**src/hw/rtl/rhmc_pkg.sv**
```systemverilog
// shared types, codes and reset values for the ramped h-bridge motor controller
`default_nettype none

package rhmc_pkg;

    localparam int unsigned CFG_IDX_W  = 3;
    localparam int unsigned CFG_DATA_W = 16;

    typedef enum logic [1:0] {
        MODE_FWD   = 2'd0,
        MODE_BCK   = 2'd1,
        MODE_BRAKE = 2'd2
    } t_mode;

    typedef enum logic [CFG_IDX_W-1:0] {
        CFG_PROCESS_INTERVAL = 3'd0,
        CFG_RAMP_STEP        = 3'd1,
        CFG_MAX_DUTY         = 3'd2,
        CFG_BRAKE_DUTY       = 3'd3,
        CFG_CURRENT_LIMIT    = 3'd4
    } t_cfg_idx;

    localparam logic [15:0] RST_PROCESS_INTERVAL = 16'd100;
    localparam logic [6:0]  RST_RAMP_STEP        = 7'd5;
    localparam logic [6:0]  RST_MAX_DUTY         = 7'd85;
    localparam logic [6:0]  RST_BRAKE_DUTY       = 7'd99;
    localparam logic [11:0] RST_CURRENT_LIMIT    = 12'd100;

    typedef struct packed {
        logic [15:0] process_interval;
        logic [6:0]  ramp_step;
        logic [6:0]  max_duty;
        logic [6:0]  brake_duty;
        logic [11:0] current_limit;
    } t_cfg;

    typedef struct packed {
        logic [16:0]        tick_count;
        t_mode              run_mode;
        t_mode              pending_mode;
        logic signed [7:0]  target_speed;
        logic signed [7:0]  ramped_speed;
        logic [6:0]         fwd_compare;
        logic [6:0]         bck_compare;
    } t_state;

endpackage

`default_nettype wire

```
**src/hw/rtl/rhmc_if.sv**
```systemverilog
// request and result channel interfaces of the motor controller
`default_nettype none

interface rhmc_req_if;
    logic              valid;
    logic              ready;
    logic              action;
    logic signed [7:0] target;
    logic [11:0]       sense_one;
    logic [11:0]       sense_two;

    modport source (output valid, output action, output target, output sense_one,
                    output sense_two, input ready);
    modport sink   (input valid, input action, input target, input sense_one,
                    input sense_two, output ready);
endinterface

interface rhmc_rsp_if;
    logic              valid;
    logic              ready;
    logic [6:0]        fwd_duty;
    logic [6:0]        bck_duty;
    logic [1:0]        mode;
    logic signed [7:0] speed_now;

    modport source (output valid, output fwd_duty, output bck_duty, output mode,
                    output speed_now, input ready);
    modport sink   (input valid, input fwd_duty, input bck_duty, input mode,
                    input speed_now, output ready);
endinterface

`default_nettype wire

```
**src/hw/rtl/rhmc_core.sv**
```systemverilog
// next-state logic: target handling, tick counting, ramp and brake step
`default_nettype none

module rhmc_core
    import rhmc_pkg::*;
(
    input  t_cfg              i_cfg,
    input  t_state            i_state,
    input  logic              i_action,
    input  logic signed [7:0] i_target,
    input  logic [11:0]       i_sense_one,
    input  logic [11:0]       i_sense_two,
    output t_state            o_state
);

    logic [16:0]       tick_inc;
    logic              step_due;
    logic              is_drive;
    logic              is_brake;
    logic              can_leave;
    t_mode             want;
    logic signed [8:0] max_s;
    logic signed [8:0] neg_max;
    logic signed [8:0] step_s;
    logic signed [8:0] neg_step;
    logic signed [8:0] tgt9;
    logic signed [8:0] tgt_c;
    logic signed [7:0] base;
    logic signed [8:0] diff;
    logic signed [8:0] diff_c;
    logic signed [8:0] s;
    logic signed [8:0] neg_s;
    logic [6:0]        ramp_fwd;
    logic [6:0]        ramp_bck;
    logic signed [8:0] ramp_spd;

    assign tick_inc  = i_state.tick_count + 17'd1;
    assign step_due  = tick_inc > {1'b0, i_cfg.process_interval};
    assign is_drive  = (i_state.run_mode == MODE_FWD) || (i_state.run_mode == MODE_BCK);
    assign is_brake  = i_state.run_mode == MODE_BRAKE;
    assign can_leave = (i_state.pending_mode != MODE_BRAKE)
                     && (i_sense_one <= i_cfg.current_limit)
                     && (i_sense_two <= i_cfg.current_limit);

    assign max_s    = $signed({2'b00, i_cfg.max_duty});
    assign neg_max  = -max_s;
    assign step_s   = $signed({2'b00, i_cfg.ramp_step});
    assign neg_step = -step_s;

    // direction follows the raw sign, before saturation
    assign want  = (i_target > 8'sd0) ? MODE_FWD :
                   (i_target < 8'sd0) ? MODE_BCK : MODE_BRAKE;
    assign tgt9  = 9'(i_target);
    assign tgt_c = (tgt9 > max_s) ? max_s : (tgt9 < neg_max) ? neg_max : tgt9;

    // leaving the brake ramps from a standing start
    assign base   = is_drive ? i_state.ramped_speed : 8'sd0;
    assign diff   = 9'(i_state.target_speed) - 9'(base);
    assign diff_c = (diff > step_s) ? step_s : (diff < neg_step) ? neg_step : diff;
    assign s      = 9'(base) + diff_c;
    assign neg_s  = -s;

    assign ramp_fwd = (s > 9'sd0) ? ((s > max_s) ? i_cfg.max_duty : s[6:0]) : 7'd0;
    assign ramp_bck = (s > 9'sd0) ? 7'd0 :
                      ((neg_s > max_s) ? i_cfg.max_duty : neg_s[6:0]);
    assign ramp_spd = (s > max_s) ? max_s : (s < neg_max) ? neg_max : s;

    always_comb begin
        o_state = i_state;
        if (i_action) begin
            o_state.target_speed = tgt_c[7:0];
            if (want != i_state.run_mode) begin
                if (is_drive) begin
                    o_state.run_mode     = MODE_BRAKE;
                    o_state.pending_mode = want;
                end else if (is_brake) begin
                    o_state.pending_mode = want;
                end
            end
        end else begin
            o_state.tick_count = tick_inc;
            if (step_due) begin
                o_state.tick_count = '0;
                if (is_drive) begin
                    o_state.fwd_compare  = ramp_fwd;
                    o_state.bck_compare  = ramp_bck;
                    o_state.ramped_speed = ramp_spd[7:0];
                end else if (is_brake) begin
                    o_state.fwd_compare  = i_cfg.brake_duty;
                    o_state.bck_compare  = i_cfg.brake_duty;
                    o_state.ramped_speed = 8'sd0;
                    if (can_leave) begin
                        o_state.run_mode     = i_state.pending_mode;
                        o_state.fwd_compare  = ramp_fwd;
                        o_state.bck_compare  = ramp_bck;
                        o_state.ramped_speed = ramp_spd[7:0];
                    end
                end
            end
        end
    end

endmodule

`default_nettype wire

```
**src/hw/rtl/ramped_hbridge_motor_controller.sv**
```systemverilog
// top level: config registers, request register, controller state and result channel
`default_nettype none

// Ramped H-bridge controller with active brake. Every request (a millisecond tick or a new
// signed target) yields exactly one result carrying both PWM compare values, the run mode
// and the ramped speed. A request is taken into an input register; when the result slot is
// free or being emptied, the combinational next-state logic updates the controller state,
// which drives the result port directly. One request per cycle is sustained while results
// are taken, and one further request is held while a result waits to be taken.
// Configuration writes (interval, ramp step, max duty, brake duty, current limit) are
// meant for idle periods only; an index beyond the register list is ignored.
module ramped_hbridge_motor_controller
    import rhmc_pkg::*;
(
    input  wire logic                  i_clk,
    input  wire logic                  i_rst_n,
    input  wire logic                  i_cfg_we,
    input  wire logic [CFG_IDX_W-1:0]  i_cfg_idx,
    input  wire logic [CFG_DATA_W-1:0] i_cfg_data,
    rhmc_req_if.sink                   i_req,
    rhmc_rsp_if.source                 o_rsp
);

    t_cfg              r_cfg;
    t_state            r_state;
    t_state            n_state;
    logic              r_in_valid;
    logic              r_in_action;
    logic signed [7:0] r_in_target;
    logic [11:0]       r_in_sense_one;
    logic [11:0]       r_in_sense_two;
    logic              r_out_valid;
    logic              advance;

    always_ff @(posedge i_clk) begin
        if (!i_rst_n) begin
            r_cfg.process_interval <= RST_PROCESS_INTERVAL;
            r_cfg.ramp_step        <= RST_RAMP_STEP;
            r_cfg.max_duty         <= RST_MAX_DUTY;
            r_cfg.brake_duty       <= RST_BRAKE_DUTY;
            r_cfg.current_limit    <= RST_CURRENT_LIMIT;
        end else if (i_cfg_we) begin
            unique case (i_cfg_idx)
                CFG_PROCESS_INTERVAL: r_cfg.process_interval <= i_cfg_data[15:0];
                CFG_RAMP_STEP:        r_cfg.ramp_step        <= i_cfg_data[6:0];
                CFG_MAX_DUTY:         r_cfg.max_duty         <= i_cfg_data[6:0];
                CFG_BRAKE_DUTY:       r_cfg.brake_duty       <= i_cfg_data[6:0];
                CFG_CURRENT_LIMIT:    r_cfg.current_limit    <= i_cfg_data[11:0];
                default: ;
            endcase
        end
    end

    // the held request moves on whenever the result slot is free or being emptied
    assign advance     = r_in_valid && (!r_out_valid || o_rsp.ready);
    assign i_req.ready = !r_in_valid || !r_out_valid || o_rsp.ready;

    always_ff @(posedge i_clk) begin
        if (!i_rst_n) begin
            r_in_valid <= 1'b0;
        end else if (i_req.valid && i_req.ready) begin
            r_in_valid <= 1'b1;
        end else if (advance) begin
            r_in_valid <= 1'b0;
        end
    end

    always_ff @(posedge i_clk) begin
        if (i_req.valid && i_req.ready) begin
            r_in_action    <= i_req.action;
            r_in_target    <= i_req.target;
            r_in_sense_one <= i_req.sense_one;
            r_in_sense_two <= i_req.sense_two;
        end
    end

    rhmc_core u_core (
        .i_cfg       (r_cfg),
        .i_state     (r_state),
        .i_action    (r_in_action),
        .i_target    (r_in_target),
        .i_sense_one (r_in_sense_one),
        .i_sense_two (r_in_sense_two),
        .o_state     (n_state)
    );

    always_ff @(posedge i_clk) begin
        if (!i_rst_n) begin
            r_state.tick_count   <= '0;
            r_state.run_mode     <= MODE_BRAKE;
            r_state.pending_mode <= MODE_BRAKE;
            r_state.target_speed <= '0;
            r_state.ramped_speed <= '0;
            r_state.fwd_compare  <= '0;
            r_state.bck_compare  <= '0;
            r_out_valid          <= 1'b0;
        end else if (advance) begin
            r_state     <= n_state;
            r_out_valid <= 1'b1;
        end else if (o_rsp.ready) begin
            r_out_valid <= 1'b0;
        end
    end

    // state only changes when the result slot is free or being emptied, so it doubles as the result payload
    assign o_rsp.valid     = r_out_valid;
    assign o_rsp.fwd_duty  = r_state.fwd_compare;
    assign o_rsp.bck_duty  = r_state.bck_compare;
    assign o_rsp.mode      = r_state.run_mode;
    assign o_rsp.speed_now = r_state.ramped_speed;

endmodule

`default_nettype wire

```
**src/flat_wrapper.sv**
```systemverilog
// flat-port wrapper written by rule: the top's interface ports become plain ports
module ramped_hbridge_motor_controller_flat import rhmc_pkg::*;
  (i_clk, i_rst_n, i_cfg_we, i_cfg_idx, i_cfg_data, i_req_valid, i_req_action, i_req_target, i_req_sense_one, i_req_sense_two, i_req_ready, o_rsp_valid, o_rsp_fwd_duty, o_rsp_bck_duty, o_rsp_mode, o_rsp_speed_now, o_rsp_ready);
  rhmc_req_if i_req_i ();
  rhmc_rsp_if o_rsp_i ();
  input  wire logic i_clk;
  input  wire logic i_rst_n;
  input  wire logic i_cfg_we;
  input  wire logic [CFG_IDX_W-1:0] i_cfg_idx;
  input  wire logic [CFG_DATA_W-1:0] i_cfg_data;
  input wire logic [$bits(i_req_i.valid)-1:0] i_req_valid;
  input wire logic [$bits(i_req_i.action)-1:0] i_req_action;
  input wire logic [$bits(i_req_i.target)-1:0] i_req_target;
  input wire logic [$bits(i_req_i.sense_one)-1:0] i_req_sense_one;
  input wire logic [$bits(i_req_i.sense_two)-1:0] i_req_sense_two;
  output wire logic [$bits(i_req_i.ready)-1:0] i_req_ready;
  output wire logic [$bits(o_rsp_i.valid)-1:0] o_rsp_valid;
  output wire logic [$bits(o_rsp_i.fwd_duty)-1:0] o_rsp_fwd_duty;
  output wire logic [$bits(o_rsp_i.bck_duty)-1:0] o_rsp_bck_duty;
  output wire logic [$bits(o_rsp_i.mode)-1:0] o_rsp_mode;
  output wire logic [$bits(o_rsp_i.speed_now)-1:0] o_rsp_speed_now;
  input wire logic [$bits(o_rsp_i.ready)-1:0] o_rsp_ready;
  assign i_req_i.valid = i_req_valid;
  assign i_req_i.action = i_req_action;
  assign i_req_i.target = i_req_target;
  assign i_req_i.sense_one = i_req_sense_one;
  assign i_req_i.sense_two = i_req_sense_two;
  assign i_req_ready = i_req_i.ready;
  assign o_rsp_valid = o_rsp_i.valid;
  assign o_rsp_fwd_duty = o_rsp_i.fwd_duty;
  assign o_rsp_bck_duty = o_rsp_i.bck_duty;
  assign o_rsp_mode = o_rsp_i.mode;
  assign o_rsp_speed_now = o_rsp_i.speed_now;
  assign o_rsp_i.ready = o_rsp_ready;
  ramped_hbridge_motor_controller u_core (.i_clk(i_clk), .i_rst_n(i_rst_n), .i_cfg_we(i_cfg_we), .i_cfg_idx(i_cfg_idx), .i_cfg_data(i_cfg_data), .i_req(i_req_i), .o_rsp(o_rsp_i));
endmodule
```
**config.mk**
```make
export PLATFORM = sky130hd
export DESIGN_NAME = ramped_hbridge_motor_controller_flat
export DESIGN_NICKNAME = d
export VERILOG_FILES = /design/src/hw/rtl/rhmc_pkg.sv /design/src/hw/rtl/rhmc_if.sv /design/src/hw/rtl/rhmc_core.sv /design/src/hw/rtl/ramped_hbridge_motor_controller.sv /design/src/flat_wrapper.sv
export SDC_FILE = /design/constraint.sdc
export NUM_CORES = 1
export LEC_CHECK = 0
export BUFFER_PORTS_ARGS = -buffer_cell sky130_fd_sc_hd__buf_4
export CORE_MARGIN = 3
export CORE_UTILIZATION = 39
export CTS_CLUSTER_SIZE = 12
export DETAILED_ROUTE_END_ITERATION = 8
export HOLD_SLACK_MARGIN = 0.08
export PLACE_DENSITY_LB_ADDON = 0.3
export SLEW_MARGIN = 0
export SYNTH_ARGS = -nofsm -noshare
export SYNTH_HDL_FRONTEND = slang
export SYNTH_SLANG_ARGS = --single-unit
```
**constraint.sdc**
```tcl
create_clock -name i_clk -period 12 [get_ports i_clk]
set_input_delay 1.8 -clock i_clk [delete_from_list [all_inputs] [get_ports i_clk]]
set_output_delay 1.8 -clock i_clk [all_outputs]
set_load 0.1 [all_outputs]
```
==> impl_metrics.toml, run 1 <==
[outcome]
outcome = "finished, final reports clean"

[timing]
fin_crit_ps = 7750
fin_skew_ps = 10.4
maxSlewViolCount = 0
setup_viol = 0
hold_violations = 0
slew_headroom = 0.344
rsz0062_at_grt = "no"
setup_tns_ps = 0
tightest_slew_ps = 984
fmax_ghz = 0.129
fin_crit_sh = 0.646

[route]
vias = 8230
drt-total-wl_um = 26000
via_per_inst = 5.54
drt-initial-drc-count = 635
dr.pass1.iters = 7
drc_errors = 0
routedWlPerCell_um = 17.5
drtAntennaViolNets = 0

[power_and_ir_drop]
p_leak_uw = 0.00466
ir_drop_v = 0.0000803
powerDensity_mw_per_mm2 = 140

[layout]
fillers = 2315
finalInstanceArea_mm2 = 0.0109
drive_gt1_frac = 0.126
diodes = 0
fin_util = 0.458
syn2layout_area_growth_pct = 14.3
layout_commonest_cell = "nand2_1"
instances_no_fill = 1486
nNetsFinal = 1325
final_cell_mix = "nand2_1 (123), ha_1 (112), dfxtp_1 (102), a21oi_1 (95), buf_4 (89)"

[global_route]
busiest_layer = "met2"
gr-usage-met2 = 0.305
antenna_found_initial = 0
grt.total_usage = 0.199
grt_pass1_wl_um = 41700
grt_pass1_vias = 7891
grtUsageMet1 = 0.283
grt_max_degree = 60
grt_overflow_total = 0
globalRouteMet3Util = 0.0286

[logic_synthesis]
ys_seq_elements = 135
yosysWarnings = 0
synth_edf_count = 33
synth_nets = 1284
ys_async_sr_fraction = 0
synth_area_per_cell_um2 = 8.56
syn_area_mm2 = 0.00952
seq_area_frac_synth = 0.318
synth_cell_types = 75
synth-main-ff-cell = "dfxtp_1"
synthCells = 1113

[placement]
place.gp.congestion = 0.940
port_buffers = 82
place_area_mm2 = 0.0102
dp_hpwl_um = 19800
placedCellCount = 1454

[setup_path]
worst-setup-path-type = "flop to flop"
path_common_cell = "ha_1"
r2r_end = "u_core.o_rsp.fwd_duty[3]"
ff2ff_setup_slack_ps = 4250
worstPathMaxFanout = 16
end_kind = "flop"
r2r.worst_path.cells = 30
startpoint_type = "flop"
worstReg2RegStart = "u_core.o_rsp.mode[1]"
crit_end = "u_core.o_rsp.fwd_duty[3]"
required_ps = 12300
startpoint = "u_core.o_rsp.mode[1]"
cpMaxStageDelayCell = "or4b_1"
cp.arrival_ps = 8050
cpPeakStageDelay_ps = 680

[floorplanning]
rows = 56
core_area_mm2 = 0.0238
die_height_um = 162
start_util = 0.401
die_w_um = 162
pin_count = 83
dieArea_mm2 = 0.0263

[clocking]
post_cts_buffers = 0
cts_made_buffers = 17
cts.sinks = 135
cts_resized = 0
clk_latency_ps = 430
cts-root-buf = "clkbuf_16"
cts_tree = "built"
clockBufferDepth = 2
path_clk_slew_ps = 60
cts_hold_buffers = 0
h-tree-depth = 4

[flow_run]
max-cap-violations = 0

[min_path]
hold_path_class = "flop to flop"
==> how the worst min path moves through the flow <==
stage                           from               end  slack [ps]  cells past startpoint
floorplan           u_core.r_cfg[16]  u_core.r_cfg[16]         430                      2
finish              u_core.r_cfg[16]  u_core.r_cfg[16]         450                      2
CTS                  u_core.r_cfg[9]   u_core.r_cfg[9]         460                      2
global placement    u_core.r_cfg[16]  u_core.r_cfg[16]         440                      2
global route         u_core.r_cfg[9]   u_core.r_cfg[9]         470                      2
detailed placement   u_core.r_cfg[9]   u_core.r_cfg[9]         450                      2
==> layout make-up <==
cell class              count  area, um^2  area share
flip-flops and latches    135        3030       0.279
multi-input cells         839        5870       0.539
inverters                  72         270      0.0248
clock inverters            11         166      0.0153
repair buffers             89         668      0.0614
well taps                 319         399      0.0367
clock buffers              21         482      0.0443
==> kinds of logic (layout without fill, tap and decap cells) <==
logic type | Yosys count | after routing | share of synthesized area
compound gates | 277 | 277 | 0.187
xor+xnor | 41 | 41 | 0.0393
fa+ha+maj | 114 | 114 | 0.151
buf+inv | 139 | 193 | 0.0663
flops | 135 | 135 | 0.318
mux | 44 | 44 | 0.0474
simple gates | 363 | 363 | 0.190
==> routing by layer <==
layer  wire length [um]  up-vias
met1              12500     3849
met4                687        0
met5                  0        -
met2              11200      280
met3               1630       54
li1                   -     4047
==> cells in the mapped netlist (19+ instances only) <==
cell type	instances	area share
a21o_1	19	0.015
nor2b_1	22	0.014
inv_1	71	0.028
a21oi_1	95	0.050
nand3_1	30	0.016
nand2_1	123	0.048
clkbuf_1	36	0.014
nor2_1	68	0.027
ha_1	112	0.15
dfxtp_1	102	0.21
mux2i_1	35	0.037
edfxtp_1	33	0.10
buf_4	24	0.019
o21a_1	22	0.017
o21ai_0	51	0.027
o211ai_1	19	0.015
and3_1	21	0.014
xor2_1	19	0.017
xnor2_1	20	0.018
==> state kept, by name, indices dropped and copies added, names as in the netlist <==
signal,cells
u_core.o_rsp.bck_duty,7
u_core.o_rsp.fwd_duty,7
u_core.o_rsp.mode,2
u_core.o_rsp.speed_now,8
u_core.o_rsp.valid,1
u_core.r_cfg,49
u_core.r_in_action,1
u_core.r_in_sense_one,12
u_core.r_in_sense_two,12
u_core.r_in_target,8
u_core.r_in_valid,1
u_core.r_state,27
==> critical path: cells and delay by family (launching register included) <==
kind	cells	cell delay (ps)
mux	3	750
buf+inv	2	450
flops	1	650
simple gates	10	1960
fa+ha+maj	4	1220
xor+xnor	2	520
compound gates	9	2060
==> through the flow <==
step | total power (uW) | setup slack [ps] | hold slack, ps
3_5_place_dp | 956 | 4360 | 448
4_1_cts | 1530 | 4310 | 456
5_1_grt | 1600 | 3600 | 469
2_1_floorplan | 839 | 4800 | 432
3_3_place_gp | 952 | 4450 | 443
6_report | 1530 | 4250 | 452
==> power by group <==
group          internal [uW]  switching [uW]
combinational            190             277
sequential               480            10.7
clock                    371             199
(Power assumes the default switching activity.)
==> run 2, diff against run 1 <==
Clock period 12 ns to 6.2 ns, I/O delays scaled along.
==> impl_metrics.toml, run 2 (synthesis gave the netlist of run 1 again) <==
[outcome]
outcome = "complete, but fails checks"
violations = "setup timing"

[route]
drt-initial-drc-count = 625
dr.pass1.iters = 5
drc_errors = 0
drtAntennaViolNets = 0
via_per_inst = 5.45
routedWlPerCell_um = 17.8
drt-total-wl_um = 28700
vias = 8802

[flow_run]
max-cap-violations = 0

[setup_path]
worst-setup-path-type = "flop to flop"
crit_family = "simple AND/OR/NAND/NOR gates"
cp.arrival_ps = 6970
worstReg2RegStart = "u_core.o_rsp.mode[1]"
r2r.worst_path.cells = 36
r2r_end = "u_core.o_rsp.bck_duty[2]"
worstPathMaxFanout = 6
path_common_cell = "o21a_1"
end_kind = "flop"
ff2ff_setup_slack_ps = -410
cpMaxStageDelayCell = "or4_4"
startpoint_type = "flop"
critPathBufInv = 5
cpPeakStageDelay_ps = 430
required_ps = 6560

[global_route]
grt_pass1_vias = 8494
grt_max_degree = 60
antenna_found_initial = 0
grt_overflow_total = 0
grt.total_usage = 0.214
grt_pass1_wl_um = 44700

[floorplanning]
start_util = 0.401
rows = 56
core_area_mm2 = 0.0238
die_w_um = 162
dieArea_mm2 = 0.0263
die_height_um = 162
pin_count = 83

[layout]
instances_no_fill = 1614
max_flop_register = "u_core.r_cfg"
regArea_mm2 = 0.00304
nNetsFinal = 1453
multi_input_area_mm2 = 0.00632
largest_reg_flops = 49
fin_util = 0.515
drive_gt1_frac = 0.262
fillers = 2193
syn2layout_area_growth_pct = 28.4
layout_commonest_cell = "buf_4"
final_cell_mix = "buf_4 (211), nand2_1 (121), dfxtp_1 (100), ha_1 (99), a21oi_1 (85)"
finalInstanceArea_mm2 = 0.0122
diodes = 0
reg.largest.list = "u_core.r_cfg x49, u_core.r_state x27"

[timing]
fmax_ghz = 0.151
hold_violations = 0
fin_skew_ps = 11.7
fin_crit_ps = 6610
slew_headroom = 0.282
setup_viol = 22
maxSlewViolCount = 0
rsz0062_at_grt = "yes"
whs_ps = 455
tightest_slew_ps = 1080
fin_crit_sh = 1.07
postLayoutSetupSlackWorst_ps = -413

[clocking]
h-tree-depth = 4
cts_tree = "built"
clk_latency_ps = 430
cts_hold_buffers = 0
path_clk_slew_ps = 60
cts-root-buf = "clkbuf_16"
clockBufferDepth = 2
cts_made_buffers = 17
cts.sinks = 135

[placement]
placedCellCount = 1552
port_buffers = 82
place.gp.congestion = 0.917
dp_hpwl_um = 21500
place_area_mm2 = 0.0110

[min_path]
min_delay_worst_endpoint = "u_core.r_cfg[37]"
hold_path_class = "flop to flop"
hp-start = "u_core.r_cfg[37]"
hold-path-cell-count = 2

[power_and_ir_drop]
ir_drop_v = 0.000174
powerDensity_mw_per_mm2 = 272
p_leak_uw = 0.00533
-- run 2: per-layer routing --
| metal | up-vias | track usage | wire, um |
|---|---|---|---|
| met1 | 4143 | 0.291 | 13100 |
| met2 | 298 | 0.346 | 13200 |
| met4 | 0 | 0.0651 | 543 |
| met3 | 49 | 0.0393 | 1800 |
| met5 | - | 0 | 0 |
| li1 | 4312 | - | - |
-- run 2: cell type report --
cell class,instances,area share
multi-input cells,840,0.517
well taps,319,0.0326
clock inverters,14,0.0111
inverters,72,0.0221
flip-flops and latches,135,0.248
repair buffers,216,0.134
clock buffers,18,0.0351
-- run 2: timing repair --
action | 4_1_cts | 5_1_grt
buffers inserted | 20 | 11
resized for setup | 31 | 47
endpoints found under the setup margin | 22 | 22
gates cloned | 2 | 0
pin swaps | 26 | 48
-- run 2: report_power, final --
group	total, uW	internal (uW)	switching [uW]
combinational	1400	698	701
clock	973	586	387
sequential	950	928	21.1
-- run 2: how the worst max path moves through the flow --
stage | cells past startpoint | endpoint | from
floorplan | 37 | u_core.o_rsp.fwd_duty[3] | u_core.o_rsp.mode[1]
global placement | 33 | u_core.o_rsp.speed_now[6] | u_core.o_rsp.mode[1]
detailed placement | 35 | u_core.o_rsp.bck_duty[2] | u_core.o_rsp.mode[1]
CTS | 36 | u_core.o_rsp.bck_duty[2] | u_core.o_rsp.mode[1]
global route | 35 | u_core.o_rsp.speed_now[4] | u_core.o_rsp.mode[1]
finish | 36 | u_core.o_rsp.bck_duty[2] | u_core.o_rsp.mode[1]
-- run 2: per-stage QoR --
step	setup slack, ps	total power [uW]	setup TNS (ps)
6_report	-413	3320	-7580
2_1_floorplan	-556	1640	-8090
4_1_cts	-215	3170	-3150
5_1_grt	-714	3480	-13930
3_5_place_dp	-422	2070	-8070
3_3_place_gp	-236	2070	-4040
-- run 2: worst min-delay path, cell delays in order, from the launching register on --
cell and delay, ps:
dfxtp_1 310, nand2_1 50, a21oi_1 50
==> run 3, diff against run 2 <==
Settings changed: CORE_UTILIZATION 39 to 45.
==> impl_metrics.toml, run 3 (synthesis gave the netlist of run 1 again) <==
[route]
drtAntennaViolNets = 0
drc_errors = 0
via_per_inst = 5.68
routedWlPerCell_um = 18.0
drt-total-wl_um = 28100
vias = 8861
dr.pass1.iters = 5
drt-initial-drc-count = 643

[layout]
max_flop_register = "u_core.r_cfg"
diodes = 0
layout_commonest_cell = "buf_4"
syn2layout_area_growth_pct = 28.7
nNetsFinal = 1447
largest_reg_flops = 49
drive_gt1_frac = 0.259
final_cell_mix = "buf_4 (204), nand2_1 (123), ha_1 (101), dfxtp_1 (100), a21oi_1 (86)"
finalInstanceArea_mm2 = 0.0123
reg.largest.list = "u_core.r_cfg x49, u_core.r_state x27"
fin_util = 0.598

[timing]
rsz0062_at_grt = "yes"
maxSlewViolCount = 0
fin_crit_ps = 6440
fin_crit_sh = 1.04
tightest_slew_ps = 981
postLayoutSetupSlackWorst_ps = -235
fmax_ghz = 0.155
fin_skew_ps = 11.5
slew_headroom = 0.346
setup_viol = 22
setup_tns_ps = -3600
hold_violations = 0

[clocking]
h-tree-depth = 4
cts-root-buf = "clkbuf_16"
cts_made_buffers = 17
cts_tree = "built"
path_clk_slew_ps = 60
clockBufferDepth = 2
cts.sinks = 135
cts_hold_buffers = 0
clk_latency_ps = 430

[setup_path]
cpPeakStageDelay_ps = 430
cpMaxStageDelayCell = "or3_4"
worstPathMaxFanout = 8
end_kind = "flop"
worst-setup-path-type = "flop to flop"
required_ps = 6560
cp.arrival_ps = 6790
startpoint_type = "flop"

[outcome]
violations = "setup timing"
outcome = "complete, but fails checks"

[placement]
place.gp.congestion = 0.908
dp_hpwl_um = 20600
pre_cts_slack_ps = -329
port_buffers = 82
place_area_mm2 = 0.0110

[global_route]
grt_overflow_total = 0
grt_max_degree = 60
grt_pass1_wl_um = 44500
grt.total_usage = 0.247
antenna_found_initial = 0
grt_pass1_vias = 8402

[floorplanning]
rows = 52
start_util = 0.465
die_height_um = 151
die_w_um = 151
dieArea_mm2 = 0.0229
core_area_mm2 = 0.0205
pin_count = 83

[power_and_ir_drop]
ir_drop_v = 0.000142
p_leak_uw = 0.00536
powerDensity_mw_per_mm2 = 290
power_uw = 3550

[flow_run]
max-cap-violations = 0

[min_path]
hold_path_class = "flop to flop"
run 3: path summary, 6_finish.rpt:
check | startpoint | depth (start not counted) | end | slack (ps)
max reg2reg | u_core.o_rsp.mode[1] | 33 | u_core.o_rsp.bck_duty[2] | -240
max | u_core.o_rsp.mode[1] | 33 | u_core.o_rsp.bck_duty[2] | -240
min reg2reg | u_core.r_cfg[44] | 2 | u_core.r_cfg[44] | 460
min | u_core.r_cfg[44] | 2 | u_core.r_cfg[44] | 460
run 3: cell type report:
class / instances / area [um^2]
tap: 270 / 338
clock buffer: 19 / 475
inverter: 72 / 270
fill: 1779 / 8240
clock inverter: 13 / 211
multi-input combinational: 840 / 6320
sequential: 135 / 3040
timing repair buffer: 210 / 1600
run 3: power by group:
group	switching, uW	internal [uW]
Clock	411	766
Sequential	22.3	928
Combinational	713	710
Total	1150	2400
run 3: critical path: cells and delay by family (launching register included):
kind | cells | cell delay (ps)
AO/OA/AOI/OAI | 8 | 1350
flip-flops | 1 | 370
adder cells (fa/ha/maj) | 6 | 1620
buffers and inverters | 5 | 440
XOR/XNOR | 2 | 230
AND/OR/NAND/NOR | 10 | 2030
multiplexers | 2 | 320
run 3: layer usage:
metal  wire length, um  vias up  GRT usage
met1             12600     4162      0.349
li1                  -     4304          -
met4               738        0     0.0825
met2             12800      327      0.390
met5                 0        -          0
met3              1920       68     0.0324
run 3: timing repair:
action	in CTS	in global routing
resized for setup	45	33
pin swaps	35	30
setup buffers	20	9
cloned	2	0
endpoints found under the setup margin	22	22
run 3: stage by stage:
step                      std cells  hold WS, ps
after floorplan                1113          432
after global placement         1501          444
after detailed placement       1501          448
after CTS                      1552          455
after global routing           1559          474
final                          1559          455
